### src/dpd_pkg.sv
`timescale 1ns / 1ps
// ---------------------------------------------------------------------------
// Dictionary pattern decoder package
// Shared payload types, codes and controller/datapath interface structs.
// ---------------------------------------------------------------------------
package dpd_pkg;

    // Input item opcodes.
    localparam logic [1:0] OP_LOAD_LEN  = 2'd0;
    localparam logic [1:0] OP_LOAD_WORD = 2'd1;
    localparam logic [1:0] OP_STREAM    = 2'd2;

    // Fixed geometry of a dictionary entry.
    localparam int WORD_IDX_W = 5;
    localparam int BYTE_W     = 8;
    localparam int TOTAL_W    = 24;

    // Stream parser mode.
    typedef enum logic [1:0] {
        MODE_IDLE      = 2'd0,
        MODE_INDEX_LOW = 2'd1,
        MODE_LITERAL   = 2'd2
    } mode_t;

    // Input beat payload.
    typedef struct packed {
        logic [1:0]  opcode;
        logic [9:0]  entry_index;
        logic [4:0]  word_index;
        logic [63:0] load_value;
        logic [7:0]  stream_byte;
    } in_item_t;

    // Result beat payload.
    typedef struct packed {
        logic [63:0] out_bytes;
        logic [3:0]  out_count;
        logic        last;
        logic        end_of_block;
        logic [23:0] total_length;
        logic        bad_reference;
    } out_item_t;

    // Commands from the controller to the datapath.
    typedef struct packed {
        logic capture;
        logic wr_len;
        logic wr_word;
        logic header;
        logic emit_eob;
        logic emit_lit;
        logic emit_bad;
        logic rd_len;
        logic take_len;
        logic emit_word;
    } dpd_cmd_t;

    // Status from the datapath to the controller.
    typedef struct packed {
        logic [1:0] opcode;
        mode_t      mode;
        logic       hdr_zero;
        logic       ref_bad;
        logic       len_zero;
        logic       word_last;
        logic       out_free;
    } dpd_sts_t;

endpackage

### src/dpd_controller.sv
`timescale 1ns / 1ps
// ---------------------------------------------------------------------------
// Dictionary pattern decoder controller
// Sequences one input beat at a time through decode, length read and copy.
// ---------------------------------------------------------------------------
module dpd_controller (
    input  logic             aclk,
    input  logic             aresetn,
    input  logic             s_valid,
    output logic             s_ready,
    input  dpd_pkg::dpd_sts_t sts,
    output dpd_pkg::dpd_cmd_t cmd
);

    typedef enum logic [3:0] {
        ST_IDLE   = 4'b0001,
        ST_DECODE = 4'b0010,
        ST_LEN    = 4'b0100,
        ST_COPY   = 4'b1000
    } state_t;

    state_t state_reg;
    state_t state_next;

    // Input is taken only while no item is in flight.
    assign s_ready = (state_reg == ST_IDLE);

    // Next state and command decode.
    always_comb begin
        state_next = state_reg;
        cmd        = '0;
        unique case (state_reg)
            ST_IDLE: begin
                if (s_valid) begin
                    cmd.capture = 1'b1;
                    state_next  = ST_DECODE;
                end
            end
            ST_DECODE: begin
                state_next = ST_IDLE;
                unique case (sts.opcode)
                    dpd_pkg::OP_LOAD_LEN:  cmd.wr_len  = 1'b1;
                    dpd_pkg::OP_LOAD_WORD: cmd.wr_word = 1'b1;
                    dpd_pkg::OP_STREAM: begin
                        unique case (sts.mode)
                            dpd_pkg::MODE_IDLE: begin
                                if (!sts.hdr_zero) begin
                                    cmd.header = 1'b1;
                                end else if (sts.out_free) begin
                                    cmd.emit_eob = 1'b1;
                                end else begin
                                    state_next = ST_DECODE;
                                end
                            end
                            dpd_pkg::MODE_LITERAL: begin
                                if (sts.out_free) begin
                                    cmd.emit_lit = 1'b1;
                                end else begin
                                    state_next = ST_DECODE;
                                end
                            end
                            dpd_pkg::MODE_INDEX_LOW: begin
                                if (!sts.ref_bad) begin
                                    cmd.rd_len = 1'b1;
                                    state_next = ST_LEN;
                                end else if (sts.out_free) begin
                                    cmd.emit_bad = 1'b1;
                                end else begin
                                    state_next = ST_DECODE;
                                end
                            end
                            default: state_next = ST_IDLE;
                        endcase
                    end
                    default: state_next = ST_IDLE;
                endcase
            end
            ST_LEN: begin
                // Length is back from the table; an empty entry gives nothing.
                cmd.take_len = 1'b1;
                state_next   = sts.len_zero ? ST_IDLE : ST_COPY;
            end
            ST_COPY: begin
                if (sts.out_free) begin
                    cmd.emit_word = 1'b1;
                    if (sts.word_last) begin
                        state_next = ST_IDLE;
                    end
                end
            end
            default: state_next = ST_IDLE;
        endcase
    end

    // State register.
    always_ff @(posedge aclk) begin
        if (!aresetn) begin
            state_reg <= ST_IDLE;
        end else begin
            state_reg <= state_next;
        end
    end

endmodule

### config.mk
export PLATFORM = sky130hd
export DESIGN_NAME = dpd_controller
export DESIGN_NICKNAME = d
export VERILOG_FILES = /design/src/dpd_pkg.sv /design/src/dpd_controller.sv
export SDC_FILE = /design/constraint.sdc
export NUM_CORES = 1
export LEC_CHECK = 0
export ABC_AREA = 1
export BUFFER_PORTS_ARGS = -buffer_cell sky130_fd_sc_hd__clkbuf_2
export CAP_MARGIN = 20
export CELL_PAD_IN_SITES_DETAIL_PLACEMENT = 1
export CELL_PAD_IN_SITES_GLOBAL_PLACEMENT = 2
export CORE_ASPECT_RATIO = 0.75
export CORE_MARGIN = 1
export CORE_UTILIZATION = 21
export CTS_CLUSTER_SIZE = 16
export DETAILED_ROUTE_END_ITERATION = 8
export PLACE_DENSITY_LB_ADDON = 0.1
export RECOVER_POWER = 50
export SLEW_MARGIN = 10
export SYNTH_ARGS = -nofsm -noshare
export SYNTH_HDL_FRONTEND = slang
export SYNTH_SLANG_ARGS = --single-unit
### constraint.sdc
create_clock -name aclk -period 1.9 [get_ports aclk]
set_input_delay 0.285 -clock aclk [delete_from_list [all_inputs] [get_ports aclk]]
set_output_delay 0.285 -clock aclk [all_outputs]
set_load 0.005 [all_outputs]
==> metrics.txt, run 1 <==
post-CTS sizing 0; final WL 1180 µm; Yosys reg bits 4; GRT Total Usage 0.122; Comb power frac 0.360; largest net degree at the start of global routing 8; routed via count 525; Flop pwr share 0.330; Leakage 0.324 nW; Post-route DRC 0; Clk network pwr share 0.310; CTS Hold Buffers Added 0; CTS tree yes; startpoint types flop; Netlist cell types 21; Fin. Hold Viols 0; GPL Wtd Cong 0.714; maximum clock frequency 644 MHz; Warnings, synthesis 0; Syn Inst Count 72; Pint 0.210 mW; DRT Pass-1 Iters 2; count of final setup violators 0; Final period util 0.817; crit path max-delay cell type dfxtp_1; max-cap violation count 0; wire per inst 9.92 µm; placed cell area 572 µm²; final setup TNS 0 ns; max reg flops 4; Core Util, Final 0.317; Mapped Area 434 µm²; Ports 23; CP cell instances inv_2 > nor2_4 > nand4_4 > nor3_1 > clkbuf_2; Design Power 0.328 mW; worst skew pair latency 0.23 ns; Crit. Startpoint state_reg[1]$_SDFFE_PN0P_; TritonCTS Sinks 4; core box area 1840 µm²; status completed; Via-to-Cell Ratio 4.41; HPWL after detailed placement 1040 µm; Iter 0 DRT Violations 5; ranking of synthesized cells by area dfxtp_1 18%, nand2_1 13%, inv_1 10%, nand3_1 9.2%, nor2_4 7.8%; vias in the first global route 447; Sw Ratio 0.359; Die Wd 54.5 µm; ant diodes 0; first-pass GRT wire length 1920 µm; post-synth top area share 0.184; FF-to-FF Start state_reg[0]$_SDFFE_PN1P_; min-delay src aresetn; CP peak stage delay 0.39 ns; NetSw 0.117 mW; Post-DRT Antenna Nets 0; post-synth top area cell dfxtp_1; row count 13; Peak supply drop 0.000187 V; Worst-path clk slew 0.03 ns; WHS 0.334 ns; CTS Buffer Depth 2; Layout area overhead 34.3%; fraction of layout cells with a size suffix above 1 0.351; pwr dens 562 nW/µm²; Setup crit end kind primary output; Tmin final 1.55 ns; # nets final 111; Critical Path RT 1.62 ns; grt total ovfl 0; setup slack after layout 0.347 ns; syn avg cell area 6.03 µm²; Worst Clk Skew 0.000761 ns; CTS root buffer clkbuf_4; CP max FO 5; Post-Layout Cell Count 119; max_slew headroom 0.805; Worst Tran Pin Value 0.293 ns; worst slack, placed 0.575 ns; CTS Buf Count 3; port bufs 22; RSZ-0062 raised after global routing no; sequential fraction of the synthesis area 0.184; initial antenna violation count 0; arrival time at the worst endpoint 1.27 ns; post-CTS setup buffers 0; min-delay worst type in -> reg; H-tree levels 1; Max Transition Viols Final 0; Setup CP Type reg -> out; Die Y 41.4 µm; Starting Density 0.236; syn_nets 84; die area 2260 µm²; final instance area 583 µm²; Inst Count DP 116
-- worst max-delay path: cells and delay by family, from the launching register on --
kind | cells | cell delay [ns]
buf+inv | 2 | 0.23
simple gates | 3 | 0.41
flops | 1 | 0.39
-- Yosys cell counts, drive strengths merged --
| cell type | instances |
|---|---|
| nand2 | 16 |
| inv | 15 |
| nor2 | 13 |
| nand3 | 9 |
| dfxtp | 4 |
| nor3 | 4 |
| nand4 | 3 |
| a21boi | 1 |
| a21oi | 1 |
| and3 | 1 |
| nand3b | 1 |
| nor4 | 1 |
| o21ai | 1 |
| o21bai | 1 |
| or2 | 1 |
-- path summary, 6_finish.rpt --
check	cells past startpoint	slack, ns	endpoint
max reg2reg	5	0.77	state_reg[2]$_SDFFE_PN0P_
min reg2reg	4	0.67	state_reg[3]$_SDFFE_PN0P_
min	3	0.33	state_reg[2]$_SDFFE_PN0P_
max	5	0.35	cmd[5]
-- cells in the final DEF (no fill, tap or decap), drive strengths merged, types with 3 or more instances in the layout --
cell type,n
clkbuf,25
dfxtp,4
inv,15
nand2,16
nand3,9
nand4,3
nor2,13
nor3,4
-- power groups by stage --
stage / sequential, mW / clock, mW / combinational, mW
global placement: 0.109 / 0 / 0.122
floorplan: 0.107 / 0 / 0.0781
finish: 0.108 / 0.101 / 0.118
detailed placement: 0.109 / 0 / 0.123
CTS: 0.108 / 0.107 / 0.124
global route: 0.109 / 0.115 / 0.140
-- per-layer routing --
layer	track usage	wire length (µm)	share of wire	up-vias
met5	0	0	0	-
met4	0	0	0	0
met3	0.0507	73	0.062	0
met2	0.171	457	0.39	15
met1	0.179	650	0.55	228
li1	-	-	-	282
-- logic make-up after synthesis --
group,synth area share
flip-flops,0.184
AO/OA/AOI/OAI,0.0663
buffers and inverters,0.130
AND/OR/NAND/NOR,0.620
-- layout make-up --
type	instances	area [µm²]
clock buffer	3	22.5
multi-input combinational	53	289
inverter	15	56.3
timing repair buffer	22	108
sequential	4	80.1
fill	259	1250
tap	22	27.5
No activity file was read; power rests on OpenSTA's default activity.
==> run 2: changes to the inputs <==
Settings changed: CORE_UTILIZATION 21 to 20.
Clock period 1.9 ns to 1.45 ns, I/O delays scaled along.
==> metrics.txt, run 2 (synthesized netlist as in run 1, its figures left out) <==
Final period util 0.973; Fin. Hold Viols 0; Pint 0.280 mW; worst skew pair latency 0.23 ns; Die Wd 55.8 µm; CP peak stage delay 0.34 ns; maximum clock frequency 709 MHz; max reg flops 4; routed via count 533; Design Power 0.448 mW; CTS Buf Count 3; crit path max-delay cell type dfxtp_2; # nets final 111; CTS tree yes; wire per inst 10.9 µm; arrival time at the worst endpoint 1.19 ns; Starting Density 0.214; die area 2360 µm²; final instance area 616 µm²; post-CTS setup buffers 0; final WL 1320 µm; Worst Clk Skew 0.000678 ns; first-pass GRT wire length 2360 µm; grt total ovfl 0; Die Y 42.4 µm; CP cell instances nor2_4 > nand4_4 > nor3_2 > clkbuf_2; CTS Hold Buffers Added 0; Max Transition Viols Final 0; Flop pwr share 0.324; RSZ-0062 raised after global routing yes; placed cell area 574 µm²; Critical Path RT 1.23 ns; Comb power frac 0.364; Sw Ratio 0.377; DRT Pass-1 Iters 3; max-cap violation count 0; CP max FO 5; Leakage 0.337 nW; pwr dens 728 nW/µm²; most common library cell in the layout ignoring fill and taps clkbuf_2; startpoint types flop; initial antenna violation count 0; Reg area 86.3 µm²; fraction of layout cells with a size suffix above 1 0.443; Ports 23; status completed; Post-DRT Antenna Nets 0; Post-route DRC 0; Layout area overhead 41.8%; H-tree levels 1; largest net degree at the start of global routing 8; max_slew headroom 0.861; Via-to-Cell Ratio 4.40; GPL Wtd Cong 0.665; Setup CP Type reg -> out; HPWL after detailed placement 1090 µm; Peak supply drop 0.000287 V; GRT Total Usage 0.130; multi-input logic area 310 µm²; count of final setup violators 0; port bufs 22; NetSw 0.169 mW; Tmin final 1.41 ns; Clk network pwr share 0.312; Worst-path clk slew 0.04 ns; vias in the first global route 504; CTS root buffer clkbuf_4; Worst Tran Pin Value 0.207 ns; Setup crit end kind primary output; ant diodes 0; most frequent cells in the layout 21 x clkbuf_2, 15 x nand2_1, 12 x inv_1; row count 14; TritonCTS Sinks 4; CTS Buffer Depth 2; Iter 0 DRT Violations 10; min-delay worst type in -> reg; Layout fillers 267; core box area 2030 µm²
[run 2: changes by cell type in the layout (fill, tap and decap cells not counted), moves of 2 or more]
| cell | before | now |
|---|---|---|
| dfxtp_1 | 4 | 1 |
| clkbuf_1 | 2 | 0 |
| nor3_2 | 0 | 4 |
| nor3_1 | 4 | 0 |
| dfxtp_2 | 0 | 2 |
[run 2: what timing repair did]
| item | 4_1_cts | 5_1_grt |
|---|---|---|
| endpoints found under the setup margin | 5 | 9 |
| pin swaps | 2 | 2 |
| resized for setup | 2 | 7 |
| gates cloned | 0 | 0 |
[run 2: stage by stage]
step	instances	setup WS [ns]	hold WS (ns)	utilization	TNS [ns]
3_5_place_dp	118	0.183	0.501	0.283	0
2_1_floorplan	72	0.374	0.349	-	0
3_3_place_gp	118	0.228	0.498	0.283	0
6_report	121	0.0395	0.264	0.303	0
4_1_cts	121	-0.0273	0.259	0.295	-0.0536
5_1_grt	121	-0.0689	0.283	0.303	-0.185
[run 2: per-layer routing]
| metal | up-vias | part of all wire | routed length, µm | GRT usage |
|---|---|---|---|---|
| met5 | - | 0 | 0 | 0 |
| met4 | 0 | 0 | 0 | 0.0300 |
| met3 | 0 | 0.042 | 56 | 0.0370 |
| met2 | 13 | 0.43 | 571 | 0.181 |
| met1 | 238 | 0.53 | 697 | 0.195 |
| li1 | 282 | - | - | - |
[run 2: final cells by class]
cell class / instances / area share
Clock buffer: 3 / 0.0366
Inverter: 15 / 0.0915
Multi-Input combinational cell: 53 / 0.504
Sequential cell: 4 / 0.140
Tap cell: 24 / 0.0488
Timing Repair Buffer: 22 / 0.179
[run 2: path summary, 6_finish.rpt]
check	from	slack, ns	endpoint	depth (start not counted)
max	state_reg[3]$_SDFFE_PN0P_	0.04	cmd[6]	4
min	aresetn	0.26	state_reg[2]$_SDFFE_PN0P_	3
max reg2reg	state_reg[0]$_SDFFE_PN1P_	0.29	state_reg[2]$_SDFFE_PN0P_	5
min reg2reg	state_reg[3]$_SDFFE_PN0P_	0.64	state_reg[3]$_SDFFE_PN0P_	3
[run 2: critical path, delay by kind of cell, from the launching register on]
family	cells	cell delay, ns
buffers and inverters	1	0.13
and+or+nand+nor	3	0.49
DFF	1	0.34
[run 2: power by group through the flow]
stage	registers [mW]	logic, mW	clock network (mW)
final	0.145	0.163	0.140
after global routing	0.147	0.193	0.160
after CTS	0.146	0.165	0.148
after detailed placement	0.146	0.164	0
after global placement	0.143	0.161	0
after floorplan	0.140	0.102	0
